`src/assert_macros.svh`:
```
// Assertion macros shared by the block header check RTL.
`ifndef ASSERT_MACROS_SVH
`define ASSERT_MACROS_SVH
`ifndef NO_ASSERTIONS
// Checked on every clock edge outside reset.
`define BHPC_ASSERT(lbl, prop, msg) \
    lbl: assert property (@(posedge clk) disable iff (!rst_n) prop) else $error(msg);
// Checked on every clock edge, reset included.
`define BHPC_ASSERT_ALWAYS(lbl, prop, msg) \
    lbl: assert property (@(posedge clk) prop) else $error(msg);
`else
`define BHPC_ASSERT(lbl, prop, msg)
`define BHPC_ASSERT_ALWAYS(lbl, prop, msg)
`endif
`endif

```
`src/bhpc_pkg.sv`:
```
// Package: constants, types and SHA-256 helper functions of the header check.
`default_nettype none
package bhpc_pkg;

    localparam int HDR_WORDS       = 20;
    localparam int FIRST_BLOCK_END = 15;
    localparam int QUEUE_DEPTH     = 2;
    localparam logic [30:0] WINDOW_RESET   = 31'd7200;
    localparam logic [31:0] PAD_WORD       = 32'h8000_0000;
    localparam logic [31:0] HDR_LEN_BITS   = 32'd640;
    localparam logic [31:0] DIGEST_LEN_BITS = 32'd256;

    // Configuration register indexes
    localparam logic [2:0] REG_TARGET_Q0   = 3'd0;
    localparam logic [2:0] REG_TARGET_Q1   = 3'd1;
    localparam logic [2:0] REG_TARGET_Q2   = 3'd2;
    localparam logic [2:0] REG_TARGET_Q3   = 3'd3;
    localparam logic [2:0] REG_TIME_WINDOW = 3'd4;

    // One block of work for the hash engine
    typedef struct packed {
        logic             tail;
        logic [15:0][31:0] words;
        logic [31:0]      header_time;
        logic [31:0]      header_bits;
        logic [31:0]      now_time;
    } job_t;

    function automatic logic [31:0] round_k(input logic [5:0] i);
        logic [31:0] k;
        case (i)
            6'd0:  k = 32'h428a2f98; 6'd1:  k = 32'h71374491;
            6'd2:  k = 32'hb5c0fbcf; 6'd3:  k = 32'he9b5dba5;
            6'd4:  k = 32'h3956c25b; 6'd5:  k = 32'h59f111f1;
            6'd6:  k = 32'h923f82a4; 6'd7:  k = 32'hab1c5ed5;
            6'd8:  k = 32'hd807aa98; 6'd9:  k = 32'h12835b01;
            6'd10: k = 32'h243185be; 6'd11: k = 32'h550c7dc3;
            6'd12: k = 32'h72be5d74; 6'd13: k = 32'h80deb1fe;
            6'd14: k = 32'h9bdc06a7; 6'd15: k = 32'hc19bf174;
            6'd16: k = 32'he49b69c1; 6'd17: k = 32'hefbe4786;
            6'd18: k = 32'h0fc19dc6; 6'd19: k = 32'h240ca1cc;
            6'd20: k = 32'h2de92c6f; 6'd21: k = 32'h4a7484aa;
            6'd22: k = 32'h5cb0a9dc; 6'd23: k = 32'h76f988da;
            6'd24: k = 32'h983e5152; 6'd25: k = 32'ha831c66d;
            6'd26: k = 32'hb00327c8; 6'd27: k = 32'hbf597fc7;
            6'd28: k = 32'hc6e00bf3; 6'd29: k = 32'hd5a79147;
            6'd30: k = 32'h06ca6351; 6'd31: k = 32'h14292967;
            6'd32: k = 32'h27b70a85; 6'd33: k = 32'h2e1b2138;
            6'd34: k = 32'h4d2c6dfc; 6'd35: k = 32'h53380d13;
            6'd36: k = 32'h650a7354; 6'd37: k = 32'h766a0abb;
            6'd38: k = 32'h81c2c92e; 6'd39: k = 32'h92722c85;
            6'd40: k = 32'ha2bfe8a1; 6'd41: k = 32'ha81a664b;
            6'd42: k = 32'hc24b8b70; 6'd43: k = 32'hc76c51a3;
            6'd44: k = 32'hd192e819; 6'd45: k = 32'hd6990624;
            6'd46: k = 32'hf40e3585; 6'd47: k = 32'h106aa070;
            6'd48: k = 32'h19a4c116; 6'd49: k = 32'h1e376c08;
            6'd50: k = 32'h2748774c; 6'd51: k = 32'h34b0bcb5;
            6'd52: k = 32'h391c0cb3; 6'd53: k = 32'h4ed8aa4a;
            6'd54: k = 32'h5b9cca4f; 6'd55: k = 32'h682e6ff3;
            6'd56: k = 32'h748f82ee; 6'd57: k = 32'h78a5636f;
            6'd58: k = 32'h84c87814; 6'd59: k = 32'h8cc70208;
            6'd60: k = 32'h90befffa; 6'd61: k = 32'ha4506ceb;
            6'd62: k = 32'hbef9a3f7; 6'd63: k = 32'hc67178f2;
            default: k = 32'h0;
        endcase
        return k;
    endfunction

    function automatic logic [31:0] init_hash(input logic [2:0] i);
        logic [31:0] v;
        case (i)
            3'd0: v = 32'h6a09e667; 3'd1: v = 32'hbb67ae85;
            3'd2: v = 32'h3c6ef372; 3'd3: v = 32'ha54ff53a;
            3'd4: v = 32'h510e527f; 3'd5: v = 32'h9b05688c;
            3'd6: v = 32'h1f83d9ab; 3'd7: v = 32'h5be0cd19;
            default: v = 32'h0;
        endcase
        return v;
    endfunction

    function automatic logic [31:0] rotr(input logic [31:0] x, input int n);
        return (x >> n) | (x << (32 - n));
    endfunction

    function automatic logic [31:0] swap32(input logic [31:0] x);
        return {x[7:0], x[15:8], x[23:16], x[31:24]};
    endfunction

    // Leading zero count of one 32-bit word, 32 when the word is zero
    function automatic logic [5:0] clz32(input logic [31:0] x);
        logic [5:0] n;
        n = 6'd32;
        for (int i = 0; i < 32; i++) begin
            if (x[i]) n = 6'(31 - i);
        end
        return n;
    endfunction

endpackage
`default_nettype wire

```
`src/bhpc_queue.sv`:
```
// Short block queue between the front end and the hash engine.
`default_nettype none
module bhpc_queue #(
    parameter int DEPTH = bhpc_pkg::QUEUE_DEPTH
) (
    input  wire logic             clk,
    input  wire logic             rst_n,
    input  wire logic             push,
    input  wire bhpc_pkg::job_t   push_data,
    input  wire logic             pop,
    output bhpc_pkg::job_t        pop_data,
    output logic                  full,
    output logic                  empty
);
    localparam int PTR_W = (DEPTH > 1) ? $clog2(DEPTH) : 1;
    localparam int CNT_W = $clog2(DEPTH + 1);
    localparam logic [PTR_W-1:0] LAST_PTR = PTR_W'(DEPTH - 1);
    localparam logic [CNT_W-1:0] FULL_CNT = CNT_W'(DEPTH);

    bhpc_pkg::job_t  mem [DEPTH];
    logic [PTR_W-1:0] wr_ptr_reg, rd_ptr_reg;
    logic [CNT_W-1:0] count_reg;

    assign full  = (count_reg == FULL_CNT);
    assign empty = (count_reg == '0);

    // Advance pointers and occupancy
    always_ff @(posedge clk or negedge rst_n)
    begin
        if (!rst_n) begin
            wr_ptr_reg <= '0;
            rd_ptr_reg <= '0;
            count_reg  <= '0;
        end else begin
            if (push) wr_ptr_reg <= (wr_ptr_reg == LAST_PTR) ? '0 : wr_ptr_reg + 1'b1;
            if (pop)  rd_ptr_reg <= (rd_ptr_reg == LAST_PTR) ? '0 : rd_ptr_reg + 1'b1;
            if (push && !pop)      count_reg <= count_reg + 1'b1;
            else if (pop && !push) count_reg <= count_reg - 1'b1;
        end
    end

    // Write on push, register the read on pop
    always_ff @(posedge clk)
    begin
        if (push) mem[wr_ptr_reg] <= push_data;
        if (pop)  pop_data <= mem[rd_ptr_reg];
    end
endmodule
`default_nettype wire

```
`config.mk`:
```
export PLATFORM = sky130hd
export DESIGN_NAME = bhpc_queue
export DESIGN_NICKNAME = d
export VERILOG_FILES = /design/src/assert_macros.svh /design/src/bhpc_pkg.sv /design/src/bhpc_queue.sv
export SDC_FILE = /design/constraint.sdc
export NUM_CORES = 1
export LEC_CHECK = 0
export ABC_AREA = 1
export ABC_CLOCK_PERIOD_IN_PS = 31000
export BUFFER_PORTS_ARGS = -buffer_cell sky130_fd_sc_hd__buf_2
export CAP_MARGIN = 5
export CORE_AREA = 4 4 468 470
export CTS_BUF_LIST = sky130_fd_sc_hd__clkbuf_2
export CTS_CLUSTER_DIAMETER = 150
export DETAILED_ROUTE_END_ITERATION = 6
export DIE_AREA = 0 0 472 474
export GPL_TIMING_DRIVEN = 0
export PLACE_DENSITY = 0.54
export SYNTH_ARGS = -nofsm -noshare
export SYNTH_HDL_FRONTEND = slang
export SYNTH_SLANG_ARGS = --single-unit
export TNS_END_PERCENT = 100
```
`constraint.sdc`:
```
create_clock -name clk -period 31 [get_ports clk]
set_clock_uncertainty 0.15 [all_clocks]
set_input_delay 4.65 -clock clk [delete_from_list [all_inputs] [get_ports clk]]
set_output_delay 4.65 -clock clk [all_outputs]
set_load 0.02 [all_outputs]
```
# Word-level counts from Yosys, hierarchy flattened
# Memory sizes are Yosys's and may differ from the RTL's. A register that Yosys moved wholly into a read port is not among the register bits.
# Cells that the tools add are included.
[totals]
ramBits = 1218
out_inout_bits = 611
in_bits = 613
n_memories = 1
word_cells = 21
regBits = 4
[memory_table]
columns = ["memory", "words", "width", "rd", "rd_ports_with_merged_regs", "write_ports", "line_no", "source"]
rows = [
  ["mem", 2, 609, 1, 1, 1, "bhpc_queue.sv:20", "bhpc_pkg::job_t mem [DEPTH];"],
]
[classes]
add_sub_neg = 4
eq_ne = 1
n_reduce_logical = 6
n_mux = 6
[op_table]
columns = ["op", "count"]
rows = [
  ["1-bit two-way mux", 4],
  ["2-bit two-way mux", 2],
  ["1-bit adder, second input constant", 2],
  ["2-bit by 1-bit adder with 2-bit output, second input constant", 1],
  ["2-bit equality test, second input constant", 1],
  ["1-bit logical AND", 2],
  ["1-bit zero test", 2],
  ["2-bit zero test", 1],
  ["2-bit nonzero test", 1],
  ["2-bit by 1-bit subtractor with 2-bit output, second input constant", 1],
]

# Depth between registers and ports, before layout
[depth]
depth_word = 4
depth_mapped = 7
ltp_nobuf = 7

# Worst setup path before layout
# Ideal clock, no wire load.
[synth_path]
path_type = "in2reg"
startpoint = "input push"
endpoint = "memory mem[0][0] in the netlist's numbering, enable pin"
path_buffers = 0
setup_time_ns = 1.615
t_required_ns = 29.235
cell_stages = 2
setup_slack_ns = -0.874
arrival_time_ns = 30.109
cell_sequence = "inv_1 -> nor2_1"
[synth_via]
elab_chain_len = 2
[synth_lines]
columns = ["element", "line_no", "source"]
rows = [
  ["start, declared", "bhpc_queue.sv:8", "input wire logic push,"],
  ["1-bit two-way mux", "bhpc_queue.sv:45", "if (push) mem[wr_ptr_reg] <= push_data;"],
  ["1-bit two-way mux (implied by the code)", "bhpc_queue.sv:45", ""],
  ["end, declared", "bhpc_queue.sv:20", ""],
]
# Every way passes these cells.

# Worst setup path in the final report
[layout_path]
startpoint = "register count_reg[0]"
endpoint = "output full"
[layout_via]
elab_chain_len = 1
[layout_lines]
columns = ["element", "line_no", "source"]
rows = [
  ["start, declared", "bhpc_queue.sv:22", "logic [CNT_W-1:0] count_reg;"],
  ["start signal, assigned", "bhpc_queue.sv:37", "if (push && !pop) count_reg <= count_reg + 1'b1;"],
  ["start signal, assigned", "bhpc_queue.sv:38", "else if (pop && !push) count_reg <= count_reg - 1'b1;"],
  ["2-bit equality test", "bhpc_queue.sv:24", "assign full = (count_reg == FULL_CNT);"],
  ["end, declared", "bhpc_queue.sv:12", "output logic full,"],
]
# Every way passes these cells.

==> impl_results.md <==
- Status: finished clean
- Initial core utilization: 29.2%
- Largest net degree at the start of global routing: 109
- Total power: 6.71 mW
- CTS Sinks: 1,831
- Syn-to-layout area delta: 23.4%
- Fill cell count: 20,500
- Measured slew at the worst slew-check pin: 1040 ps
- IO Count: 1,224
- PnR worst setup slack: 23,690 ps
- Total number of vias: 31,900
- CTS Hold Bufs: 0
- Synth Warn #: 0
- Final WL: 184 mm
- Cell Area, Synth: 62,700 um^2
- Peak supply drop: 45.0 uV
- Final instance area: 77,400 um^2
- Largest register FFs: 1,218
- Num CTS Buffers: 478
- Row count: 170
- Worst min-delay path category: reg2reg
- RSZ-0062 raised after global routing: no
- Power density over cell area: 86.7 nW/um^2
- Worst-path maximum fanout: 5
- Clock Tree Buf Depth: 4
- Worst-skew pair later-pin latency: 1790 ps
- Syn_nets: 3,143
- CTS tree: built
- Placer Congestion: 0.795
- Max-Cap Viols: 0
- Pre-CTS WS: 23,370 ps
- Mapped Cells: 2,529
- Worst-path clk slew: 110 ps
- Die width: 472 um
- CP Class: reg2out
- Chip Height: 474 um
- Startpoint types: flip-flop
- Total Nets Final: 4,886
- Area of the multi-input gates: 6950 um^2
- GRT overflow: 0
- Starting DRT DRC Count: 1,826
- Fin crit share: 23.6%
- Count of pins over their slew limit: 0
- Sequential fraction of the synthesis area: 87.7%
- Wire per inst: 24.5 um
- Vias per cell: 4.26
- FF/Latch Area: 55,000 um^2
- Post-CTS sizing: 0
- Port bufs: 1,223
- Final setup vio count: 0
- Yosys reg bits: 1,831
- Hold Vio Cnt, Final: 0
- Crit path required time: 26,200 ps
- Total GRT Usage: 15.9%
- Layout cell share with drive strength beyond 1: 58.0%
- Slew margin rel.: 30.4%
- DRC errors left: 0
- Syn Area/Cell: 24.8 um^2
- Yosys cell types: 13
- Area after DPL: 73,300 um^2
- Max frequency: 137 MHz
- CP endpoint kind: output pin
- Post-DP HPWL: 134 mm
- Core area: 214,000 um^2
- Final min period: 7310 ps
- Vias in the first global route: 33,900
- First-pass iteration count of the detailed router: 5
- Initial antenna violation count: 138
- Leak: 28.6 nW
- First-pass GRT wire length: 249 mm
- Postcts setup bufs: 0
- Full die area: 224,000 um^2
- Worst EP arrival: 2510 ps
- CTS Root Cell: clkbuf_2
- H-tree levels: 5
- Routed Antenna Nets: 0
## kinds of logic after synthesis
family | synth area share, %
xor gates and xnor gates | 0.0419
adders and majority gates | 0.0200
buffers and inverters | 1.25
DFF | 87.7
muxes | 10.9
and+or+nand+nor | 0.0659
## final cells by class
| type | count | area share (%) |
|---|---|---|
| clock buffer | 678 | 4.39 |
| sequential | 1831 | 71.0 |
| tap | 2838 | 4.59 |
| buffer | 68 | 0.982 |
| clock inverter | 108 | 0.608 |
| antenna | 78 | 0.252 |
| inverter | 7 | 0.0437 |
| timing repair buffer | 1263 | 9.13 |
| multi-input combinational | 623 | 8.98 |
## placed cells by master (no fill, tap or decap)
| cell type | netlist | routed |
|---|---|---|
| mux2_2 | 609 | 609 |
| edfxtp_1 | 1827 | 1827 |
| clkinv_2 | 0 | 20 |
| xor2_1 | 2 | 2 |
| ha_1 | 1 | 1 |
| buf_16 | 0 | 18 |
| nand4_1 | 1 | 1 |
| clkinvlp_4 | 0 | 4 |
| nand2_1 | 5 | 5 |
| inv_8 | 0 | 1 |
| clkinv_1 | 0 | 74 |
| inv_6 | 0 | 4 |
| diode_2 | 0 | 78 |
| nand3_1 | 1 | 1 |
| clkbuf_2 | 0 | 678 |
| dfrtp_1 | 4 | 4 |
| buf_6 | 67 | 67 |
| clkinv_4 | 0 | 1 |
| xnor2_1 | 1 | 1 |
| buf_8 | 0 | 1 |
| buf_12 | 0 | 22 |
| nor2_1 | 3 | 2 |
| inv_2 | 0 | 5 |
| buf_2 | 1 | 1223 |
| inv_1 | 7 | 6 |
| nor2_4 | 0 | 1 |
## path summary, 6_finish.rpt
check | cells past startpoint | slack, ps | endpoint | start
setup / recovery | 2 | 23690 | full | count_reg[0]$_DFFE_PN0P_
hold / removal | 1 | 210 | pop_data[468]$_DFFE_PP_ | mem[0][468]$_DFFE_PP_
setup reg to reg | 5 | 27860 | mem[1][163]$_DFFE_PP_ | wr_ptr_reg$_DFFE_PN0P_
hold reg to reg | 1 | 210 | pop_data[468]$_DFFE_PP_ | mem[0][468]$_DFFE_PP_
max in group asynchronous | 1 | 27720 | wr_ptr_reg$_DFFE_PN0P_ | rst_n
min in group asynchronous | 1 | 2690 | count_reg[0]$_DFFE_PN0P_ | rst_n
## critical path, stage by stage, from the launching register on
cell and delay (ps):
dfrtp_1 440, nor2_1 130, buf_2 230
## cell usage after synthesis, drive strengths merged
master | number | share of area (%)
inv | 7 | 0.042
nand3 | 1 | 0.0080
nor2 | 3 | 0.018
edfxtp | 1827 | 88
nand4 | 1 | 0.010
mux2 | 609 | 11
xnor2 | 1 | 0.014
nand2 | 5 | 0.030
xor2 | 2 | 0.028
buf | 68 | 1.2
dfrtp | 4 | 0.16
ha | 1 | 0.020
## through the flow
step	setup TNS [ps]	util, %	std cells	hold WS, ps
finish	0	36.1	7494	211
global placement	-1932370	33.7	6590	345
global route	0	36.0	7445	270
floorplan	0	-	2529	313
detailed placement	0	34.2	6630	349
CTS	0	36.0	7416	221
## report_power, final
| part | internal, mW | switching [mW] | total, mW |
|---|---|---|---|
| Clock | 0.583 | 0.959 | 1.54 |
| Combinational | 0.650 | 1.02 | 1.67 |
| Sequential | 3.38 | 0.122 | 3.50 |
| Total | 4.61 | 2.10 | 6.71 |
## per-layer routing
layer	part of all wire, %	track usage, %	wire length [um]
met5	0.34	0.238	627
met4	3.6	7.50	6670
met3	13	9.50	23600
met2	48	25.6	88500
met1	35	16.5	64300
No activity file was read; power rests on OpenSTA's default activity.
