### config.mk
export PLATFORM = sky130hd
export DESIGN_NAME = bhpc_front_flat
export DESIGN_NICKNAME = d
export VERILOG_FILES = /design/src/assert_macros.svh /design/src/bhpc_pkg.sv /design/src/bhpc_if.sv /design/src/bhpc_front.sv /design/src/flat_wrapper.sv
export SDC_FILE = /design/constraint.sdc
export NUM_CORES = 1
export LEC_CHECK = 0
export BUFFER_PORTS_ARGS = -buffer_cell sky130_fd_sc_hd__buf_2
export CAP_MARGIN = 20
export CORE_ASPECT_RATIO = 1.4
export CORE_MARGIN = 4
export CORE_UTILIZATION = 25
export CTS_CLUSTER_DIAMETER = 200
export DETAILED_ROUTE_END_ITERATION = 8
export PLACE_DENSITY = 0.44
export SYNTH_ARGS = -nofsm -noshare
export SYNTH_HDL_FRONTEND = slang
export SYNTH_SLANG_ARGS = --single-unit
### constraint.sdc
create_clock -name clk -period 9.1 [get_ports clk]
set_clock_uncertainty 0.2 [all_clocks]
set_input_delay 0.455 -clock clk [delete_from_list [all_inputs] [get_ports clk]]
set_output_delay 0.455 -clock clk [all_outputs]
set_load 0.05 [all_outputs]
### src/assert_macros.svh
// Assertion macros shared by the block header check RTL.
`ifndef ASSERT_MACROS_SVH
`define ASSERT_MACROS_SVH
`ifndef NO_ASSERTIONS
// Checked on every clock edge outside reset.
`define BHPC_ASSERT(lbl, prop, msg) \
    lbl: assert property (@(posedge clk) disable iff (!rst_n) prop) else $error(msg);
// Checked on every clock edge, reset included.
`define BHPC_ASSERT_ALWAYS(lbl, prop, msg) \
    lbl: assert property (@(posedge clk) prop) else $error(msg);
`else
`define BHPC_ASSERT(lbl, prop, msg)
`define BHPC_ASSERT_ALWAYS(lbl, prop, msg)
`endif
`endif

### src/bhpc_pkg.sv
// Package: constants, types and SHA-256 helper functions of the header check.
`default_nettype none
package bhpc_pkg;

    localparam int HDR_WORDS       = 20;
    localparam int FIRST_BLOCK_END = 15;
    localparam int QUEUE_DEPTH     = 2;
    localparam logic [30:0] WINDOW_RESET   = 31'd7200;
    localparam logic [31:0] PAD_WORD       = 32'h8000_0000;
    localparam logic [31:0] HDR_LEN_BITS   = 32'd640;
    localparam logic [31:0] DIGEST_LEN_BITS = 32'd256;

    // Configuration register indexes
    localparam logic [2:0] REG_TARGET_Q0   = 3'd0;
    localparam logic [2:0] REG_TARGET_Q1   = 3'd1;
    localparam logic [2:0] REG_TARGET_Q2   = 3'd2;
    localparam logic [2:0] REG_TARGET_Q3   = 3'd3;
    localparam logic [2:0] REG_TIME_WINDOW = 3'd4;

    // One block of work for the hash engine
    typedef struct packed {
        logic             tail;
        logic [15:0][31:0] words;
        logic [31:0]      header_time;
        logic [31:0]      header_bits;
        logic [31:0]      now_time;
    } job_t;

    function automatic logic [31:0] round_k(input logic [5:0] i);
        logic [31:0] k;
        case (i)
            6'd0:  k = 32'h428a2f98; 6'd1:  k = 32'h71374491;
            6'd2:  k = 32'hb5c0fbcf; 6'd3:  k = 32'he9b5dba5;
            6'd4:  k = 32'h3956c25b; 6'd5:  k = 32'h59f111f1;
            6'd6:  k = 32'h923f82a4; 6'd7:  k = 32'hab1c5ed5;
            6'd8:  k = 32'hd807aa98; 6'd9:  k = 32'h12835b01;
            6'd10: k = 32'h243185be; 6'd11: k = 32'h550c7dc3;
            6'd12: k = 32'h72be5d74; 6'd13: k = 32'h80deb1fe;
            6'd14: k = 32'h9bdc06a7; 6'd15: k = 32'hc19bf174;
            6'd16: k = 32'he49b69c1; 6'd17: k = 32'hefbe4786;
            6'd18: k = 32'h0fc19dc6; 6'd19: k = 32'h240ca1cc;
            6'd20: k = 32'h2de92c6f; 6'd21: k = 32'h4a7484aa;
            6'd22: k = 32'h5cb0a9dc; 6'd23: k = 32'h76f988da;
            6'd24: k = 32'h983e5152; 6'd25: k = 32'ha831c66d;
            6'd26: k = 32'hb00327c8; 6'd27: k = 32'hbf597fc7;
            6'd28: k = 32'hc6e00bf3; 6'd29: k = 32'hd5a79147;
            6'd30: k = 32'h06ca6351; 6'd31: k = 32'h14292967;
            6'd32: k = 32'h27b70a85; 6'd33: k = 32'h2e1b2138;
            6'd34: k = 32'h4d2c6dfc; 6'd35: k = 32'h53380d13;
            6'd36: k = 32'h650a7354; 6'd37: k = 32'h766a0abb;
            6'd38: k = 32'h81c2c92e; 6'd39: k = 32'h92722c85;
            6'd40: k = 32'ha2bfe8a1; 6'd41: k = 32'ha81a664b;
            6'd42: k = 32'hc24b8b70; 6'd43: k = 32'hc76c51a3;
            6'd44: k = 32'hd192e819; 6'd45: k = 32'hd6990624;
            6'd46: k = 32'hf40e3585; 6'd47: k = 32'h106aa070;
            6'd48: k = 32'h19a4c116; 6'd49: k = 32'h1e376c08;
            6'd50: k = 32'h2748774c; 6'd51: k = 32'h34b0bcb5;
            6'd52: k = 32'h391c0cb3; 6'd53: k = 32'h4ed8aa4a;
            6'd54: k = 32'h5b9cca4f; 6'd55: k = 32'h682e6ff3;
            6'd56: k = 32'h748f82ee; 6'd57: k = 32'h78a5636f;
            6'd58: k = 32'h84c87814; 6'd59: k = 32'h8cc70208;
            6'd60: k = 32'h90befffa; 6'd61: k = 32'ha4506ceb;
            6'd62: k = 32'hbef9a3f7; 6'd63: k = 32'hc67178f2;
            default: k = 32'h0;
        endcase
        return k;
    endfunction

    function automatic logic [31:0] init_hash(input logic [2:0] i);
        logic [31:0] v;
        case (i)
            3'd0: v = 32'h6a09e667; 3'd1: v = 32'hbb67ae85;
            3'd2: v = 32'h3c6ef372; 3'd3: v = 32'ha54ff53a;
            3'd4: v = 32'h510e527f; 3'd5: v = 32'h9b05688c;
            3'd6: v = 32'h1f83d9ab; 3'd7: v = 32'h5be0cd19;
            default: v = 32'h0;
        endcase
        return v;
    endfunction

    function automatic logic [31:0] rotr(input logic [31:0] x, input int n);
        return (x >> n) | (x << (32 - n));
    endfunction

    function automatic logic [31:0] swap32(input logic [31:0] x);
        return {x[7:0], x[15:8], x[23:16], x[31:24]};
    endfunction

    // Leading zero count of one 32-bit word, 32 when the word is zero
    function automatic logic [5:0] clz32(input logic [31:0] x);
        logic [5:0] n;
        n = 6'd32;
        for (int i = 0; i < 32; i++) begin
            if (x[i]) n = 6'(31 - i);
        end
        return n;
    endfunction

endpackage
`default_nettype wire

### src/bhpc_if.sv
// Channel interfaces: header words in, results out, configuration writes.
`default_nettype none
interface bhpc_hdr_if;
    logic        valid;
    logic        ready;
    logic [31:0] header_word;
    logic [31:0] now_time;
    modport source (output valid, header_word, now_time, input ready);
    modport sink   (input valid, header_word, now_time, output ready);
endinterface

`default_nettype wire

### src/bhpc_front.sv
// Front end: collects header words and hands complete hash blocks to the queue.
`default_nettype none
module bhpc_front (
    input  wire logic         clk,
    input  wire logic         rst_n,
    bhpc_hdr_if.sink          hdr,
    output bhpc_pkg::job_t    push_job,
    output logic              push_valid,
    input  wire logic         queue_full
);
    localparam logic [4:0] LAST_WORD  = 5'(bhpc_pkg::HDR_WORDS - 1);
    localparam logic [4:0] BLOCK_END  = 5'(bhpc_pkg::FIRST_BLOCK_END);
    localparam logic [4:0] TIME_WORD  = 5'(bhpc_pkg::HDR_WORDS - 3);
    localparam logic [4:0] BITS_WORD  = 5'(bhpc_pkg::HDR_WORDS - 2);

    logic [4:0]  word_cnt_reg, word_cnt_next;
    logic [31:0] buf_reg [16];
    logic [31:0] time_reg;
    logic [31:0] bits_reg;
    logic        push_point;
    logic        accept;

    // Stall only where a block must enter a full queue
    assign push_point = (word_cnt_reg == BLOCK_END) || (word_cnt_reg == LAST_WORD);
    assign hdr.ready  = !(push_point && queue_full);
    assign accept     = hdr.valid && hdr.ready;
    assign push_valid = accept && push_point;

    // Build the block from the buffer and the incoming word
    always_comb
    begin
        for (int i = 0; i < 16; i++) begin
            push_job.words[i] = buf_reg[i];
        end
        push_job.tail = (word_cnt_reg == LAST_WORD);
        if (word_cnt_reg == BLOCK_END) begin
            push_job.words[15] = hdr.header_word;
        end else begin
            push_job.words[3] = hdr.header_word;
        end
        push_job.header_time = time_reg;
        push_job.header_bits = bits_reg;
        push_job.now_time    = hdr.now_time;
    end

    // Advance the word counter, wrap after the last word
    always_comb
    begin
        if (word_cnt_reg == LAST_WORD) begin
            word_cnt_next = 5'd0;
        end else begin
            word_cnt_next = word_cnt_reg + 5'd1;
        end
    end

    always_ff @(posedge clk or negedge rst_n)
    begin
        if (!rst_n) begin
            word_cnt_reg <= 5'd0;
            time_reg     <= 32'd0;
            bits_reg     <= 32'd0;
        end else if (accept) begin
            word_cnt_reg <= word_cnt_next;
            if (word_cnt_reg == TIME_WORD) time_reg <= bhpc_pkg::swap32(hdr.header_word);
            if (word_cnt_reg == BITS_WORD) bits_reg <= bhpc_pkg::swap32(hdr.header_word);
        end
    end

    // Hold header words by position within the block
    always_ff @(posedge clk)
    begin
        if (accept) begin
            buf_reg[word_cnt_reg[3:0]] <= hdr.header_word;
        end
    end
endmodule
`default_nettype wire

### src/flat_wrapper.sv
// flat-port wrapper written by rule: the top's interface ports become plain ports
module bhpc_front_flat 
  (clk, rst_n, push_job, push_valid, queue_full, hdr_valid, hdr_header_word, hdr_now_time, hdr_ready);
  bhpc_hdr_if hdr_i ();
  input  wire logic clk;
  input  wire logic rst_n;
  output bhpc_pkg::job_t push_job;
  output logic push_valid;
  input  wire logic queue_full;
  input wire logic [$bits(hdr_i.valid)-1:0] hdr_valid;
  input wire logic [$bits(hdr_i.header_word)-1:0] hdr_header_word;
  input wire logic [$bits(hdr_i.now_time)-1:0] hdr_now_time;
  output wire logic [$bits(hdr_i.ready)-1:0] hdr_ready;
  assign hdr_i.valid = hdr_valid;
  assign hdr_i.header_word = hdr_header_word;
  assign hdr_i.now_time = hdr_now_time;
  assign hdr_ready = hdr_i.ready;
  bhpc_front u_core (.clk(clk), .rst_n(rst_n), .hdr(hdr_i), .push_job(push_job), .push_valid(push_valid), .queue_full(queue_full));
endmodule
## Yosys cells after proc, flatten, opt, wreduce, memory -nomap -nowiden

Memory sizes are Yosys's and may differ from the RTL's.
Index checks and enable logic that the tools add are counted.

- Divide/modulo/power cells: 0
- $add $sub $neg: 1
- Shift-type cells: 0
- Muxes and demuxes: 5
- $mul: 0
- Equal/unequal tests: 4
- Reductions and logical operators: 7
- Order comparisons: 0
- Bitwise operators: 0

Operator list:

| operator | number |
|---|---|
| $mux W32 | 2 |
| $eq A5 B5 Y1 const B | 3 |
| $add A5 B1 Y5 const B | 1 |
| $eq A5 B4 Y1 const B | 1 |
| $mux W5 | 1 |
| $reduce_and A2 Y1 | 2 |
| $logic_and A1 B1 Y1 | 3 |
| $mux W1 | 2 |
| $logic_not A1 Y1 | 1 |
| $logic_or A1 B1 Y1 | 1 |

- Input port bits: 68
- Logic and storage cells: 21
- Memories kept: 1
- Bits in latches: 0
- Bits in read-only memories: 0
- Register bits after elaboration: 69
- Bits in writable memories: 512
- Output and inout port bits: 611

Memory list:

| name | depth | bits a word | read ports | clocked after memory_dff | wr ports | RTL line | source |
|---|---|---|---|---|---|---|---|
| u_core.buf_reg | 16 | 32 | 16 | 0 | 1 | bhpc_front.sv:17 | `logic [31:0] buf_reg [16];` |

## Depth between registers and ports, before layout

- Depth in word-level cells: 7
- Depth in mapped cells: 6
- Gate-level depth less buffers: 5

## Worst setup path after synthesis

OpenSTA, ideal clock, no wires.

- Path kind: register to register
- Start: reg u_core.word_cnt_reg[0]
- End: mem u_core.buf_reg[3][0] (enable)
- Setup slack: 2.386 ns
- Arrival: 5.919 ns
- Library setup time: 0.595 ns
- Required time: 8.305 ns
- Period minus slack after synthesis: 6.714 ns
- Stages on the path, launching flop included: 4
- Buffers on the path: 0
- Path through: dfrtp_1 > ha_1 > nand2_1 > a2111oi_0

- Word-level cells in the longest chain between the ends: 7
- Elaborated cells on any way between the ends: 8
- Classes of those cells: eq/ne (2); mux (2); reduce/logical (4)

Ends and longest elaborated chain:

| what | RTL line | source |
|---|---|---|
| start: declaration | bhpc_front.sv:16 | `logic [4:0] word_cnt_reg, word_cnt_next;` |
| start signal: assignment | bhpc_front.sv:63 | `word_cnt_reg <= word_cnt_next;` |
| $eq A5 B4 Y1 or $eq A5 B5 Y1 (tied branches) | bhpc_front.sv:24 | `assign push_point = (word_cnt_reg == BLOCK_END) \|\| (word_cnt_reg == LAST_WORD);` |
| $logic_or A1 B1 Y1 | bhpc_front.sv:24 |  |
| $logic_and A1 B1 Y1 | bhpc_front.sv:25 | `assign hdr.ready = !(push_point && queue_full);` |
| $logic_not A1 Y1 | bhpc_front.sv:25 |  |
| $logic_and A1 B1 Y1 | bhpc_front.sv:26 | `assign accept = hdr.valid && hdr.ready;` |
| $mux W1 | bhpc_front.sv:72 | `if (accept) begin` |
| $mux W1 (implied by the code) | bhpc_front.sv:73 | `buf_reg[word_cnt_reg[3:0]] <= hdr.header_word;` |
| end: declaration | bhpc_front.sv:17 |  |

Several ways; a longest one is shown, not always the timed one.

==> flow_summary.toml <==
[placement]
globalplace.congestion = 0.736
dp_hpwl_um = 43700
portBuffers = 614

[drt]
ant_nets = 0
drc = 0
wl_per_cell_um = 26.3
drt-pass1-iter-count = 4
first_iter_violations = 453
route.vias.total = 10400
drt_wl_total_um = 65500
via_per_inst = 4.19

[final_layout]
fillCellCount = 7445
syn_to_final_growth_pct = 30.9
layout_commonest_cell = "buf_2"
layout.nets = 1534
layout_common_cells = "613 x buf_2, 512 x edfxtp_1, 126 x mux2_2"
drive_above_1_share_pct = 57.7
final_util_pct = 33.1
largest_reg_flops = 512

[yosys]
synth_fp_nets = 887
ys_types = 32
syn_inst = 814
ys_seq_area_share_pct = 88.4
syn_area_per_cell_um2 = 23.8
synth-seq-cells = 581
ys_warn_count = 0
netlist_area_um2 = 19300

[power_and_ir_drop]
p_comb_share_pct = 28.1
ir_drop_mv = 0.168
clockPowerShare_pct = 28.6
swShare_pct = 36.6
p_switching_mw = 2.88
internal_power_mw = 4.99
p_leak_nw = 9.85
seqPwrFrac_pct = 43.3
powerDensity_nw_per_um2 = 311

[sta]
finalMaxSlewViolations = 0
fin_tns_setup_ns = 0
fmax_mhz = 264
hold_viol_final = 0
post-route-min-period_ns = 3.78
slew_headroom_pct = 26.7
rsz0062_at_grt = "false"
worstMarginPinSlew_ns = 1.10
setup_viol = 0
fin_crit_sh_pct = 41.6

[grt]
grt_antenna_before_repair = 1
grt_pass1_vias = 10800
grt-ovfl-total = 0
grt_max_degree = 65
groute.usage.overall_pct = 15.2
grt_pass1_wl_um = 88200

[clock_tree]
hold_buffers = 1
path_clk_slew_ns = 0.06
htreeDepth = 2
postCtsSetupBuffers = 0
clockBufferDepth = 3
cts.sinks = 581
post_cts_resized = 0
worstSkewPairLatency_ns = 0.61
cts_tree = "yes"
cts-root-buf = "clkbuf_16"
numCtsBuffers = 56

[critical_path]
path_cells = "ha_1, and3_1, ha_4, mux2_2, buf_2"
max_stage_delay_ns = 0.84
path_delay_family = "adder cells"
critical_path_arrival_ns = 3.13
crit_required_ns = 8.45
critical_path.startpoint = "u_core.word_cnt_reg[0]"
slowest_stage = "ha_4"
path_class = "reg2out"
crit_fanout = 64
startpoint_type = "flip-flop"
crit_buf_inv = 1
crit_path_end_kind = "output pin"
reg2reg_from = "u_core.word_cnt_reg[0]"

[floorplan]
num_rows = 120
die_w_um = 243
die_area_um2 = 82000
ios = 679
die_y_um = 337
start_util_pct = 25.3
coreArea_um2 = 76600

[run]
maxCapViolCount = 0

[outcome]
status = "complete, no violations"

[worst_hold_path]
hp-class = "in2reg"
holdCritStartpoint = "hdr_header_word[9]"
power groups by stage:
stage	clock (mW)	combinational, mW	sequential, mW
global placement	0	2.24	3.45
floorplan	0	0.582	4.44
CTS	2.33	2.26	3.41
global route	2.43	2.30	3.44
finish	2.25	2.21	3.41
detailed placement	0	2.25	3.46
stage by stage:
stage               hold WS (ns)  std cells  total power, mW  area (µm²)  setup slack, ns
global route              0.0358       2484             8.17       25300             5.14
detailed placement         0.244       2378             5.71       23500             5.92
CTS                       0.0122       2484             7.99       25300             5.23
global placement           0.237       2377             5.70       23500             6.02
floorplan                -0.0406        814             5.02       19300             2.39
finish                    0.0642       2486             7.87       25300             5.32
layer usage:
metal | part of all wire [%] | GRT usage, % | wire (µm) | vias up
met2 | 51 | 27.0 | 33400 | 480
met3 | 7.2 | 3.99 | 4740 | 127
met4 | 3.6 | 5.80 | 2370 | 0
li1 | - | - | - | 4455
met5 | 0 | 0 | 0 | -
met1 | 38 | 17.7 | 25000 | 5354
worst paths after layout:
check	depth (start not counted)	end	slack [ns]
min in group asynchronous	2	u_core.bits_reg[3]	0.17
worst min register to register	1	u_core.bits_reg[24]	0.30
worst max register to register	6	u_core.buf_reg[14][15]	6.03
worst min-delay path	1	u_core.buf_reg[8][9]	0.06
worst max-delay path	5	push_job[604]	5.32
max in group asynchronous	3	u_core.bits_reg[5]	7.49
area by class of cell:
class	instances	area, µm²	share of cell area [%]
Antenna cell	2	5.00	0.0198
Inverter	5	18.8	0.0741
Sequential cell	581	17100	67.6
Tap cell	976	1220	4.82
Clock buffer	80	1550	6.13
Timing Repair Buffer	637	3260	12.9
Clock inverter	25	205	0.811
Multi-Input combinational cell	180	1950	7.70
kinds of logic after synthesis:
logic type / share of synthesized area (%)
and+or+nand+nor: 1.27
adders and majority gates: 0.323
buffers and inverters: 1.93
muxes: 7.72
DFF: 88.4
AOI/OAI and AO/OA: 0.343
Yosys cell counts:
library cell | n | area share [%]
edfxtp_1 | 512 | 79
mux2_2 | 126 | 7.3
dfrtp_1 | 69 | 8.9
buf_4 | 32 | 1.2
nor2_1 | 9 | 0.17
clkbuf_1 | 8 | 0.16
buf_6 | 7 | 0.41
and3_2 | 6 | 0.23
ha_1 | 5 | 0.32
inv_1 | 5 | 0.097
mux2_4 | 5 | 0.39
nand2_1 | 5 | 0.097
nor3_1 | 3 | 0.078
nand2b_1 | 2 | 0.065
nand4_4 | 2 | 0.22
o21ai_0 | 2 | 0.052
a2111oi_0 | 1 | 0.045
a221o_1 | 1 | 0.052
and2_1 | 1 | 0.032
and2_2 | 1 | 0.039
and2_4 | 1 | 0.045
and2b_2 | 1 | 0.045
and3_1 | 1 | 0.032
and3b_2 | 1 | 0.052
buf_2 | 1 | 0.026
nand3_1 | 1 | 0.026
nor3b_1 | 1 | 0.039
nor3b_4 | 1 | 0.097
o2111ai_1 | 1 | 0.045
o211a_1 | 1 | 0.052
o21bai_2 | 1 | 0.058
o31ai_1 | 1 | 0.039
Note: power is estimated with default switching activity, not from simulation.
