===== src/assert_macros.svh =====
// Assertion macros shared by the block header check RTL.
`ifndef ASSERT_MACROS_SVH
`define ASSERT_MACROS_SVH
`ifndef NO_ASSERTIONS
// Checked on every clock edge outside reset.
`define BHPC_ASSERT(lbl, prop, msg) \
    lbl: assert property (@(posedge clk) disable iff (!rst_n) prop) else $error(msg);
// Checked on every clock edge, reset included.
`define BHPC_ASSERT_ALWAYS(lbl, prop, msg) \
    lbl: assert property (@(posedge clk) prop) else $error(msg);
`else
`define BHPC_ASSERT(lbl, prop, msg)
`define BHPC_ASSERT_ALWAYS(lbl, prop, msg)
`endif
`endif


===== src/bhpc_pkg.sv =====
// Package: constants, types and SHA-256 helper functions of the header check.
`default_nettype none
package bhpc_pkg;

    localparam int HDR_WORDS       = 20;
    localparam int FIRST_BLOCK_END = 15;
    localparam int QUEUE_DEPTH     = 2;
    localparam logic [30:0] WINDOW_RESET   = 31'd7200;
    localparam logic [31:0] PAD_WORD       = 32'h8000_0000;
    localparam logic [31:0] HDR_LEN_BITS   = 32'd640;
    localparam logic [31:0] DIGEST_LEN_BITS = 32'd256;

    // Configuration register indexes
    localparam logic [2:0] REG_TARGET_Q0   = 3'd0;
    localparam logic [2:0] REG_TARGET_Q1   = 3'd1;
    localparam logic [2:0] REG_TARGET_Q2   = 3'd2;
    localparam logic [2:0] REG_TARGET_Q3   = 3'd3;
    localparam logic [2:0] REG_TIME_WINDOW = 3'd4;

    // One block of work for the hash engine
    typedef struct packed {
        logic             tail;
        logic [15:0][31:0] words;
        logic [31:0]      header_time;
        logic [31:0]      header_bits;
        logic [31:0]      now_time;
    } job_t;

    function automatic logic [31:0] round_k(input logic [5:0] i);
        logic [31:0] k;
        case (i)
            6'd0:  k = 32'h428a2f98; 6'd1:  k = 32'h71374491;
            6'd2:  k = 32'hb5c0fbcf; 6'd3:  k = 32'he9b5dba5;
            6'd4:  k = 32'h3956c25b; 6'd5:  k = 32'h59f111f1;
            6'd6:  k = 32'h923f82a4; 6'd7:  k = 32'hab1c5ed5;
            6'd8:  k = 32'hd807aa98; 6'd9:  k = 32'h12835b01;
            6'd10: k = 32'h243185be; 6'd11: k = 32'h550c7dc3;
            6'd12: k = 32'h72be5d74; 6'd13: k = 32'h80deb1fe;
            6'd14: k = 32'h9bdc06a7; 6'd15: k = 32'hc19bf174;
            6'd16: k = 32'he49b69c1; 6'd17: k = 32'hefbe4786;
            6'd18: k = 32'h0fc19dc6; 6'd19: k = 32'h240ca1cc;
            6'd20: k = 32'h2de92c6f; 6'd21: k = 32'h4a7484aa;
            6'd22: k = 32'h5cb0a9dc; 6'd23: k = 32'h76f988da;
            6'd24: k = 32'h983e5152; 6'd25: k = 32'ha831c66d;
            6'd26: k = 32'hb00327c8; 6'd27: k = 32'hbf597fc7;
            6'd28: k = 32'hc6e00bf3; 6'd29: k = 32'hd5a79147;
            6'd30: k = 32'h06ca6351; 6'd31: k = 32'h14292967;
            6'd32: k = 32'h27b70a85; 6'd33: k = 32'h2e1b2138;
            6'd34: k = 32'h4d2c6dfc; 6'd35: k = 32'h53380d13;
            6'd36: k = 32'h650a7354; 6'd37: k = 32'h766a0abb;
            6'd38: k = 32'h81c2c92e; 6'd39: k = 32'h92722c85;
            6'd40: k = 32'ha2bfe8a1; 6'd41: k = 32'ha81a664b;
            6'd42: k = 32'hc24b8b70; 6'd43: k = 32'hc76c51a3;
            6'd44: k = 32'hd192e819; 6'd45: k = 32'hd6990624;
            6'd46: k = 32'hf40e3585; 6'd47: k = 32'h106aa070;
            6'd48: k = 32'h19a4c116; 6'd49: k = 32'h1e376c08;
            6'd50: k = 32'h2748774c; 6'd51: k = 32'h34b0bcb5;
            6'd52: k = 32'h391c0cb3; 6'd53: k = 32'h4ed8aa4a;
            6'd54: k = 32'h5b9cca4f; 6'd55: k = 32'h682e6ff3;
            6'd56: k = 32'h748f82ee; 6'd57: k = 32'h78a5636f;
            6'd58: k = 32'h84c87814; 6'd59: k = 32'h8cc70208;
            6'd60: k = 32'h90befffa; 6'd61: k = 32'ha4506ceb;
            6'd62: k = 32'hbef9a3f7; 6'd63: k = 32'hc67178f2;
            default: k = 32'h0;
        endcase
        return k;
    endfunction

    function automatic logic [31:0] init_hash(input logic [2:0] i);
        logic [31:0] v;
        case (i)
            3'd0: v = 32'h6a09e667; 3'd1: v = 32'hbb67ae85;
            3'd2: v = 32'h3c6ef372; 3'd3: v = 32'ha54ff53a;
            3'd4: v = 32'h510e527f; 3'd5: v = 32'h9b05688c;
            3'd6: v = 32'h1f83d9ab; 3'd7: v = 32'h5be0cd19;
            default: v = 32'h0;
        endcase
        return v;
    endfunction

    function automatic logic [31:0] rotr(input logic [31:0] x, input int n);
        return (x >> n) | (x << (32 - n));
    endfunction

    function automatic logic [31:0] swap32(input logic [31:0] x);
        return {x[7:0], x[15:8], x[23:16], x[31:24]};
    endfunction

    // Leading zero count of one 32-bit word, 32 when the word is zero
    function automatic logic [5:0] clz32(input logic [31:0] x);
        logic [5:0] n;
        n = 6'd32;
        for (int i = 0; i < 32; i++) begin
            if (x[i]) n = 6'(31 - i);
        end
        return n;
    endfunction

endpackage
`default_nettype wire


===== src/bhpc_if.sv =====
// Channel interfaces: header words in, results out, configuration writes.
`default_nettype none


interface bhpc_res_if;
    logic        valid;
    logic        ready;
    logic [63:0] digest_q0;
    logic [63:0] digest_q1;
    logic [63:0] digest_q2;
    logic [63:0] digest_q3;
    logic        meets_target;
    logic [8:0]  leading_zero_bits;
    logic        timestamp_ok;
    logic        bits_nonzero;
    logic        all_checks_ok;
    modport source (output valid, digest_q0, digest_q1, digest_q2, digest_q3, meets_target,
                    leading_zero_bits, timestamp_ok, bits_nonzero, all_checks_ok, input ready);
    modport sink   (input valid, digest_q0, digest_q1, digest_q2, digest_q3, meets_target,
                    leading_zero_bits, timestamp_ok, bits_nonzero, all_checks_ok, output ready);
endinterface

`default_nettype wire


===== src/bhpc_back.sv =====
// Hash engine: one SHA-256 round per cycle, then digest compare and flag sweep.
`default_nettype none
module bhpc_back (
    input  wire logic             clk,
    input  wire logic             rst_n,
    input  wire logic             q_empty,
    input  wire bhpc_pkg::job_t   q_data,
    output logic                  q_pop,
    input  wire logic [3:0][63:0] target,
    input  wire logic [30:0]      time_window,
    bhpc_res_if.source            res
);
    localparam logic [2:0] ST_IDLE  = 3'd0;
    localparam logic [2:0] ST_LOAD  = 3'd1;
    localparam logic [2:0] ST_ROUND = 3'd2;
    localparam logic [2:0] ST_ADD   = 3'd3;
    localparam logic [2:0] ST_SWEEP = 3'd4;
    localparam logic [2:0] ST_DONE  = 3'd5;

    logic [2:0]  state_reg;
    logic [5:0]  rnd_reg;
    logic [2:0]  idx_reg;
    logic        pass_reg;
    logic        tail_reg;
    logic        out_valid_reg;
    logic [31:0] chain_reg [8];
    logic [31:0] st_reg [8];
    logic [31:0] hv_reg [8];
    logic [31:0] w_reg [16];
    logic [31:0] h2_reg [8];
    logic [31:0] time_reg, bits_reg, now_reg;
    logic        below_reg, dec_reg, lzd_reg;
    logic [8:0]  lz_reg;
    logic [63:0] dq_reg [4];
    logic        out_below_reg, out_ts_reg, out_bits_reg;
    logic [8:0]  out_lz_reg;

    logic [31:0] st_next [8];
    logic [31:0] w_new;
    logic [31:0] sum [8];
    logic [31:0] t1, t2, s0, s1;
    logic [31:0] d_word, t_word;
    logic        out_free;
    logic        out_load;
    logic        ts_ok;
    logic signed [32:0] win;

    assign q_pop    = (state_reg == ST_IDLE) && !q_empty;
    assign out_free = !out_valid_reg || res.ready;
    assign out_load = (state_reg == ST_DONE) && out_free;

    // One compression round and the next schedule word
    always_comb
    begin
        t1 = st_reg[7]
           + (bhpc_pkg::rotr(st_reg[4], 6) ^ bhpc_pkg::rotr(st_reg[4], 11)
              ^ bhpc_pkg::rotr(st_reg[4], 25))
           + ((st_reg[4] & st_reg[5]) ^ (~st_reg[4] & st_reg[6]))
           + bhpc_pkg::round_k(rnd_reg) + w_reg[0];
        t2 = (bhpc_pkg::rotr(st_reg[0], 2) ^ bhpc_pkg::rotr(st_reg[0], 13)
              ^ bhpc_pkg::rotr(st_reg[0], 22))
           + ((st_reg[0] & st_reg[1]) ^ (st_reg[0] & st_reg[2]) ^ (st_reg[1] & st_reg[2]));
        st_next[0] = t1 + t2;
        st_next[1] = st_reg[0];
        st_next[2] = st_reg[1];
        st_next[3] = st_reg[2];
        st_next[4] = st_reg[3] + t1;
        st_next[5] = st_reg[4];
        st_next[6] = st_reg[5];
        st_next[7] = st_reg[6];
        s0 = bhpc_pkg::rotr(w_reg[1], 7) ^ bhpc_pkg::rotr(w_reg[1], 18) ^ (w_reg[1] >> 3);
        s1 = bhpc_pkg::rotr(w_reg[14], 17) ^ bhpc_pkg::rotr(w_reg[14], 19) ^ (w_reg[14] >> 10);
        w_new = w_reg[0] + s0 + w_reg[9] + s1;
        for (int i = 0; i < 8; i++) begin
            sum[i] = hv_reg[i] + st_reg[i];
        end
    end

    // Select digest and target words for the sweep
    assign d_word = h2_reg[idx_reg];
    assign t_word = idx_reg[0] ? target[idx_reg[2:1]][31:0] : target[idx_reg[2:1]][63:32];

    // Strict window test on the wrapped time difference
    always_comb
    begin
        logic [31:0] diff;
        diff  = time_reg - now_reg;
        win   = $signed({2'b00, time_window});
        ts_ok = ($signed({diff[31], diff}) < win) && ($signed({diff[31], diff}) > -win);
    end

    // Control: sequencer, chain value and output valid
    always_ff @(posedge clk or negedge rst_n)
    begin
        if (!rst_n) begin
            state_reg     <= ST_IDLE;
            rnd_reg       <= 6'd0;
            idx_reg       <= 3'd0;
            pass_reg      <= 1'b0;
            tail_reg      <= 1'b0;
            out_valid_reg <= 1'b0;
            for (int i = 0; i < 8; i++) chain_reg[i] <= bhpc_pkg::init_hash(3'(i));
        end else begin
            if (out_load) out_valid_reg <= 1'b1;
            else if (res.ready) out_valid_reg <= 1'b0;
            case (state_reg)
                ST_IDLE:
                begin
                    if (!q_empty) state_reg <= ST_LOAD;
                end
                ST_LOAD:
                begin
                    tail_reg  <= q_data.tail;
                    pass_reg  <= 1'b0;
                    rnd_reg   <= 6'd0;
                    state_reg <= ST_ROUND;
                end
                ST_ROUND:
                begin
                    rnd_reg <= rnd_reg + 6'd1;
                    if (rnd_reg == 6'd63) state_reg <= ST_ADD;
                end
                ST_ADD:
                begin
                    if (!tail_reg) begin
                        for (int i = 0; i < 8; i++) chain_reg[i] <= sum[i];
                        state_reg <= ST_IDLE;
                    end else if (!pass_reg) begin
                        for (int i = 0; i < 8; i++) chain_reg[i] <= bhpc_pkg::init_hash(3'(i));
                        pass_reg  <= 1'b1;
                        rnd_reg   <= 6'd0;
                        state_reg <= ST_ROUND;
                    end else begin
                        idx_reg   <= 3'd0;
                        state_reg <= ST_SWEEP;
                    end
                end
                ST_SWEEP:
                begin
                    idx_reg <= idx_reg + 3'd1;
                    if (idx_reg == 3'd7) state_reg <= ST_DONE;
                end
                ST_DONE:
                begin
                    if (out_free) state_reg <= ST_IDLE;
                end
                default:
                begin
                    state_reg <= ST_IDLE;
                end
            endcase
        end
    end

    // Datapath: working variables, schedule window, sweep and result
    always_ff @(posedge clk)
    begin
        case (state_reg)
            ST_LOAD:
            begin
                time_reg <= q_data.header_time;
                bits_reg <= q_data.header_bits;
                now_reg  <= q_data.now_time;
                for (int i = 0; i < 8; i++) begin
                    st_reg[i] <= chain_reg[i];
                    hv_reg[i] <= chain_reg[i];
                end
                // Tail block: four words, pad bit, zeros, message length
                for (int i = 0; i < 16; i++) begin
                    if (!q_data.tail) w_reg[i] <= q_data.words[i];
                    else if (i < 4)   w_reg[i] <= q_data.words[i];
                    else if (i == 4)  w_reg[i] <= bhpc_pkg::PAD_WORD;
                    else if (i == 15) w_reg[i] <= bhpc_pkg::HDR_LEN_BITS;
                    else              w_reg[i] <= 32'd0;
                end
            end
            ST_ROUND:
            begin
                for (int i = 0; i < 8; i++) st_reg[i] <= st_next[i];
                for (int i = 0; i < 15; i++) w_reg[i] <= w_reg[i + 1];
                w_reg[15] <= w_new;
            end
            ST_ADD:
            begin
                // Start the second hash over the first digest
                for (int i = 0; i < 8; i++) begin
                    st_reg[i]  <= bhpc_pkg::init_hash(3'(i));
                    hv_reg[i]  <= bhpc_pkg::init_hash(3'(i));
                    w_reg[i]   <= sum[i];
                    h2_reg[i]  <= sum[i];
                end
                w_reg[8]  <= bhpc_pkg::PAD_WORD;
                for (int i = 9; i < 15; i++) w_reg[i] <= 32'd0;
                w_reg[15] <= bhpc_pkg::DIGEST_LEN_BITS;
                below_reg <= 1'b1;
                dec_reg   <= 1'b0;
                lz_reg    <= 9'd0;
                lzd_reg   <= 1'b0;
            end
            ST_SWEEP:
            begin
                // Compare most significant word first, count leading zeros
                if (!dec_reg && (d_word != t_word)) begin
                    dec_reg   <= 1'b1;
                    below_reg <= (d_word < t_word);
                end
                if (!lzd_reg) begin
                    lz_reg  <= lz_reg + {3'd0, bhpc_pkg::clz32(d_word)};
                    lzd_reg <= (d_word != 32'd0);
                end
            end
            ST_DONE:
            begin
                if (out_free) begin
                    for (int i = 0; i < 4; i++) dq_reg[i] <= {h2_reg[2*i], h2_reg[2*i + 1]};
                    out_below_reg <= below_reg;
                    out_lz_reg    <= lz_reg;
                    out_ts_reg    <= ts_ok;
                    out_bits_reg  <= (bits_reg != 32'd0);
                end
            end
            default:
            begin
            end
        endcase
    end

    assign res.valid             = out_valid_reg;
    assign res.digest_q0         = dq_reg[0];
    assign res.digest_q1         = dq_reg[1];
    assign res.digest_q2         = dq_reg[2];
    assign res.digest_q3         = dq_reg[3];
    assign res.meets_target      = out_below_reg;
    assign res.leading_zero_bits = out_lz_reg;
    assign res.timestamp_ok      = out_ts_reg;
    assign res.bits_nonzero      = out_bits_reg;
    assign res.all_checks_ok     = out_below_reg && out_ts_reg && out_bits_reg;
endmodule
`default_nettype wire

===== src/flat_wrapper.sv =====
// flat-port wrapper written by rule: the top's interface ports become plain ports
module bhpc_back_flat 
  (clk, rst_n, q_empty, q_data, q_pop, target, time_window, res_valid, res_digest_q0, res_digest_q1, res_digest_q2, res_digest_q3, res_meets_target, res_leading_zero_bits, res_timestamp_ok, res_bits_nonzero, res_all_checks_ok, res_ready);
  bhpc_res_if res_i ();
  input  wire logic clk;
  input  wire logic rst_n;
  input  wire logic q_empty;
  input  wire bhpc_pkg::job_t q_data;
  output logic q_pop;
  input  wire logic [3:0][63:0] target;
  input  wire logic [30:0] time_window;
  output wire logic [$bits(res_i.valid)-1:0] res_valid;
  output wire logic [$bits(res_i.digest_q0)-1:0] res_digest_q0;
  output wire logic [$bits(res_i.digest_q1)-1:0] res_digest_q1;
  output wire logic [$bits(res_i.digest_q2)-1:0] res_digest_q2;
  output wire logic [$bits(res_i.digest_q3)-1:0] res_digest_q3;
  output wire logic [$bits(res_i.meets_target)-1:0] res_meets_target;
  output wire logic [$bits(res_i.leading_zero_bits)-1:0] res_leading_zero_bits;
  output wire logic [$bits(res_i.timestamp_ok)-1:0] res_timestamp_ok;
  output wire logic [$bits(res_i.bits_nonzero)-1:0] res_bits_nonzero;
  output wire logic [$bits(res_i.all_checks_ok)-1:0] res_all_checks_ok;
  input wire logic [$bits(res_i.ready)-1:0] res_ready;
  assign res_valid = res_i.valid;
  assign res_digest_q0 = res_i.digest_q0;
  assign res_digest_q1 = res_i.digest_q1;
  assign res_digest_q2 = res_i.digest_q2;
  assign res_digest_q3 = res_i.digest_q3;
  assign res_meets_target = res_i.meets_target;
  assign res_leading_zero_bits = res_i.leading_zero_bits;
  assign res_timestamp_ok = res_i.timestamp_ok;
  assign res_bits_nonzero = res_i.bits_nonzero;
  assign res_all_checks_ok = res_i.all_checks_ok;
  assign res_i.ready = res_ready;
  bhpc_back u_core (.clk(clk), .rst_n(rst_n), .q_empty(q_empty), .q_data(q_data), .q_pop(q_pop), .target(target), .time_window(time_window), .res(res_i));
endmodule

===== config.mk =====
export PLATFORM = sky130hd
export DESIGN_NAME = bhpc_back_flat
export DESIGN_NICKNAME = d
export VERILOG_FILES = /design/src/assert_macros.svh /design/src/bhpc_pkg.sv /design/src/bhpc_if.sv /design/src/bhpc_back.sv /design/src/flat_wrapper.sv
export SDC_FILE = /design/constraint.sdc
export NUM_CORES = 2
export LEC_CHECK = 0
export ABC_CLOCK_PERIOD_IN_PS = 24600
export BUFFER_PORTS_ARGS = -buffer_cell sky130_fd_sc_hd__buf_2
export CORE_AREA = 2 2 450 452
export DETAILED_ROUTE_END_ITERATION = 8
export DIE_AREA = 0 0 452 454
export PLACE_DENSITY = 0.72
export SYNTH_ARGS = -nofsm -noshare
export SYNTH_HDL_FRONTEND = slang
export SYNTH_SLANG_ARGS = --single-unit
export TNS_END_PERCENT = 50

===== constraint.sdc =====
create_clock -name clk -period 24.6 [get_ports clk]
set_input_delay 2.46 -clock clk [delete_from_list [all_inputs] [get_ports clk]]
set_output_delay 2.46 -clock clk [all_outputs]
set_load 0.05 [all_outputs]

# Yosys cells after proc, flatten, opt, wreduce, memory -nomap -nowiden
# Memory sizes are Yosys's and may differ from the RTL's.
# Index checks and enable logic that the tools add are counted.
[totals] regBits=391 ramBits=1536 romBits=2048 input_bits=900 output_inout_bits=271 elab_cells=359 mem_count=6
[mem_list] memory="(name not given)" words=64 word_bits=32 read_ports=1 rd_clocked_by_memory_dff=0 write_ports=0 line_no="bhpc_pkg.sv:31" rtl="case (i)"
[mem_list] memory="u_core.w_reg" words=16 word_bits=32 read_ports=16 rd_clocked_by_memory_dff=0 write_ports=16 line_no="bhpc_back.sv:29" rtl="logic [31:0] w_reg [16];"
[mem_list] memory="u_core.dq_reg" words=4 word_bits=64 read_ports=4 rd_clocked_by_memory_dff=0 write_ports=4 line_no="bhpc_back.sv:34" rtl="logic [63:0] dq_reg [4];"
[mem_list] memory="u_core.h2_reg" words=8 word_bits=32 read_ports=9 rd_clocked_by_memory_dff=0 write_ports=8 line_no="bhpc_back.sv:30" rtl="logic [31:0] h2_reg [8];"
[mem_list] memory="u_core.hv_reg" words=8 word_bits=32 read_ports=8 rd_clocked_by_memory_dff=0 write_ports=8 line_no="bhpc_back.sv:28" rtl="logic [31:0] hv_reg [8];"
[mem_list] memory="u_core.st_reg" words=8 word_bits=32 read_ports=8 rd_clocked_by_memory_dff=0 write_ports=8 line_no="bhpc_back.sv:27" rtl="logic [31:0] st_reg [8];"
[op_classes] n_addsub=23 order_cmp=4 eq_ne=18 muxes=159 bitwise=99 n_reduce_logical=25
[op_table] cell="32-bit two-way mux" n=81
[op_table] cell="32-bit adder" n=18
[op_table] cell="256-bit two-way mux" n=2
[op_table] cell="32-bit bitwise XOR" n=9
[op_table] cell="6-bit two-way mux" n=36
[op_table] cell="32-bit bitwise AND" n=5
[op_table] cell="64-bit binary-select mux with 2-bit select" n=1
[op_table] cell="1-bit OR" n=72
[op_table] cell="32-bit less-than comparator" n=2
[op_table] cell="64-bit two-way mux" n=1
[op_table] cell="32-bit nonzero test" n=2
[op_table] cell="32-bit by 33-bit > comparator with 1-bit output" n=1
[op_table] cell="31-bit negator with 33-bit output" n=1
[op_table] cell="32-bit inequality test" n=1
[op_table] cell="32-bit NOT" n=1
[op_table] cell="10-bit by 32-bit OR with 32-bit output" n=1
[op_table] cell="13-bit by 32-bit OR with 32-bit output" n=1
[op_table] cell="14-bit by 32-bit OR with 32-bit output" n=1
[op_table] cell="15-bit by 32-bit OR with 32-bit output" n=1
[op_table] cell="19-bit by 32-bit OR with 32-bit output" n=1
[op_table] cell="21-bit by 32-bit OR with 32-bit output" n=1
[op_table] cell="25-bit by 32-bit OR with 32-bit output" n=1
[op_table] cell="26-bit by 32-bit OR with 32-bit output" n=1
[op_table] cell="30-bit by 32-bit OR with 32-bit output" n=1
[op_table] cell="other kinds (31)" n=86

# Longest topological paths before layout
# An unclocked memory read counts as a cell.
[logic_depth] depth_word=38 mapped_depth=41 ltp_nobuf=40

# Worst setup path after synthesis
# No wires, ideal clock.
[synth_path] path_kind="input -> register" start="input port res_ready" end="memory u_core.dq_reg[0][0], enable pin" setup_time_ns=0.666 arrival_ns=8.750 required_ns=23.934 path_slack_ns=15.184 stages=2 path_buffers=0 cell_sequence="nand2b_1 and3_1"
[synth_rtl] item="from (decl)" line_no="flat_wrapper.sv:22" rtl="input wire logic [$bits(res_i.ready)-1:0] res_ready;"
[synth_rtl] item="to (decl)" line_no="bhpc_back.sv:34"

==> flow_summary.json <==
{
  "num_vias": 89920,
  "finClkSkew_ns": 0.07479,
  "num-nets-final": 11940,
  "num-fill-cells": 16430,
  "cts_tree": "yes",
  "relSlewSlack_pct": 3.285,
  "grt_pass1_wl_mm": 676.3,
  "worstMarginPinSlew_ns": 1.440,
  "first_iter_violations": 14090,
  "cts_max_level": 4,
  "grt_usage_pct": 48.28,
  "die_w_um": 452,
  "hold_buffers": 0,
  "crit_arrival_ns": 11.75,
  "worstSkewPairLatency_ns": 0.91,
  "path_clk_slew_ns": 0.06,
  "wl_met1_mm": 172.0,
  "path_max_fanout": 61,
  "outcome": "finished with violations",
  "drtPass1Iterations": 9,
  "synthTopCellsByArea": "edfxtp_1 40%, ha_1 6.2%, dfxtp_1 4.2%",
  "drive_above_1_share_pct": 19.66,
  "cts.sinks": 1927,
  "dp.final_hpwl_mm": 395.2,
  "avgViaCountPerCell": 6.671,
  "dr_wl_met2_mm": 209.3,
  "fin_crit_sh_pct": 45.39,
  "ios": 1171,
  "top_layer_used": "met5",
  "start_kind": "flop",
  "async_flop_share_pct": 14.06,
  "num_rows": 165,
  "cts-resized-gates": 0,
  "drv_cap": 0,
  "syn2layout_area_growth_pct": 15.16,
  "synth_edf_count": 1432,
  "violations": "DRC",
  "synth_area_um2": 106900,
  "synth_top_area_cell": "edfxtp_1",
  "routedWlPerCell_um": 37.63,
  "rsz0062_at_grt": "false",
  "hp-class": "flop to flop",
  "hold_violations": 0,
  "netlist.area_leader.share_pct": 40.22,
  "cpPeakStageDelay_ns": 0.96,
  "die_height_um": 454,
  "yosysSeqAreaShare_pct": 50.92,
  "required_ns": 25.18,
  "multiInputGateArea_um2": 49130,
  "seq_area_um2": 54460,
  "fin_tns_setup_ns": 0,
  "grt_max_degree": 223,
  "largest_reg_flops": 512,
  "yosysWarnings": 0,
  "worst_setup_path_end_kind": "flop",
  "synth.distinct_cells": 119,
  "slowest_stage": "a311oi_1",
  "yosysMostFrequentCell": "edfxtp_1",
  "root_buffer": "clkbuf_16",
  "die-area_um2": 205200,
  "gp_congestion": 1.081,
  "fmax_mhz": 89.57,
  "crit_type": "flop to flop",
  "fin_crit_ns": 11.17,
  "ys_seq_elements": 1927,
  "synth_nets": 10910,
  "syn-instance-count": 9285,
  "core_region_area_um2": 200900,
  "post-place-ws_ns": 13.70,
  "final_max_slew_viol_count": 0,
  "grt_overflow": 0,
  "syn_area_per_cell_um2": 11.51,
  "drt_wl_total_mm": 507.3,
  "cts_buffer_depth": 3,
  "worst_slack_ns": 13.44,
  "antenna_found_initial": 149,
  "synthFlopType": "edfxtp_1",
  "postCtsSetupBuffers": 0,
  "detail-route-antenna-nets": 0,
  "cts_buffers": 201,
  "grt_pass1_vias": 82730,
  "wl_met3_mm": 69.07,
  "setup-violations-final": 0,
  "portBuffers": 1170,
  "drc": 14,
  "start_util_pct": 53.22,
  "synthTopCellsByCount": "1,432 x edfxtp_1, 752 x nand2_1, 613 x nor2_1"
}
[logic make-up after synthesis]
logic type               share of synthesized area (%)
adder cells (fa/ha/maj)                          10.03
XOR/XNOR                                         5.181
buffers and inverters                            3.270
multiplexers                                     4.588
AND/OR/NAND/NOR                                  8.935
flip-flops                                       50.92
AO/OA/AOI/OAI                                    17.08
[placed cells by master, fill, tap and decap left out, types with 323 or more instances in the layout]
cell type and instances:
xnor2_1 463, edfxtp_1 1432, inv_1 390, diode_2 323, a22o_1 399, nand2_1 748
buf_2 1169, ha_1 528, nor2_1 607, o21ai_0 533, a21oi_1 519
[stage by stage]
step / hold slack (ns) / area (um^2) / cells / utilization, %
finish: 0.4077 / 123100 / 13480 / 61.29
global route: 0.4203 / 123000 / 13430 / 61.23
CTS: 0.4004 / 122300 / 13160 / 60.89
detailed placement: 0.4291 / 115600 / 12780 / 57.57
global placement: 0.4112 / 115600 / 12780 / 57.57
floorplan: 0.4003 / 106900 / 9285 / -
[worst paths after layout]
kind / depth (start not counted) / slack [ns] / to / from
worst min register to register: 0 / 0.41 / u_core.dq_reg[0][41] / u_core.h2_reg[0][9]
worst max-delay path: 38 / 13.44 / u_core.st_reg[0][30] / u_core.rnd_reg[2]
max in group asynchronous: 2 / 21.49 / u_core.idx_reg[2] / rst_n
min in group asynchronous: 1 / 1.60 / u_core.chain_reg[176] / rst_n
worst min-delay path: 0 / 0.41 / u_core.dq_reg[0][41] / u_core.h2_reg[0][9]
worst max register to register: 38 / 13.44 / u_core.st_reg[0][30] / u_core.rnd_reg[2]
[final cells by class]
class | count | share of cell area [%]
clock inverter | 95 | 0.8963
inverter | 404 | 1.261
antenna | 323 | 0.6565
tap | 2672 | 2.715
multi-input combinational | 6442 | 39.91
timing repair buffer | 1335 | 5.811
clock buffer | 281 | 4.518
sequential | 1927 | 44.23
[critical path: cells and delay by family, from the launching register on]
| kind | cells | cell delay [ns] |
|---|---|---|
| adders and majority gates | 7 | 3.05 |
| and+or+nand+nor | 7 | 1.39 |
| AOI/OAI and AO/OA | 16 | 3.96 |
| xor gates and xnor gates | 2 | 0.41 |
| DFF | 1 | 0.55 |
| buffers and inverters | 6 | 1.47 |
[layer usage]
| metal | vias up | track usage, % |
|---|---|---|
| li1 | 36950 | - |
| met1 | 44300 | 58.69 |
| met2 | 7098 | 67.45 |
| met3 | 1510 | 16.27 |
| met4 | 68 | 44.28 |
| met5 | - | 1.656 |
Power is not shown: default switching activity piles up to over one toggle a cycle in this logic, so the estimate is an artifact.
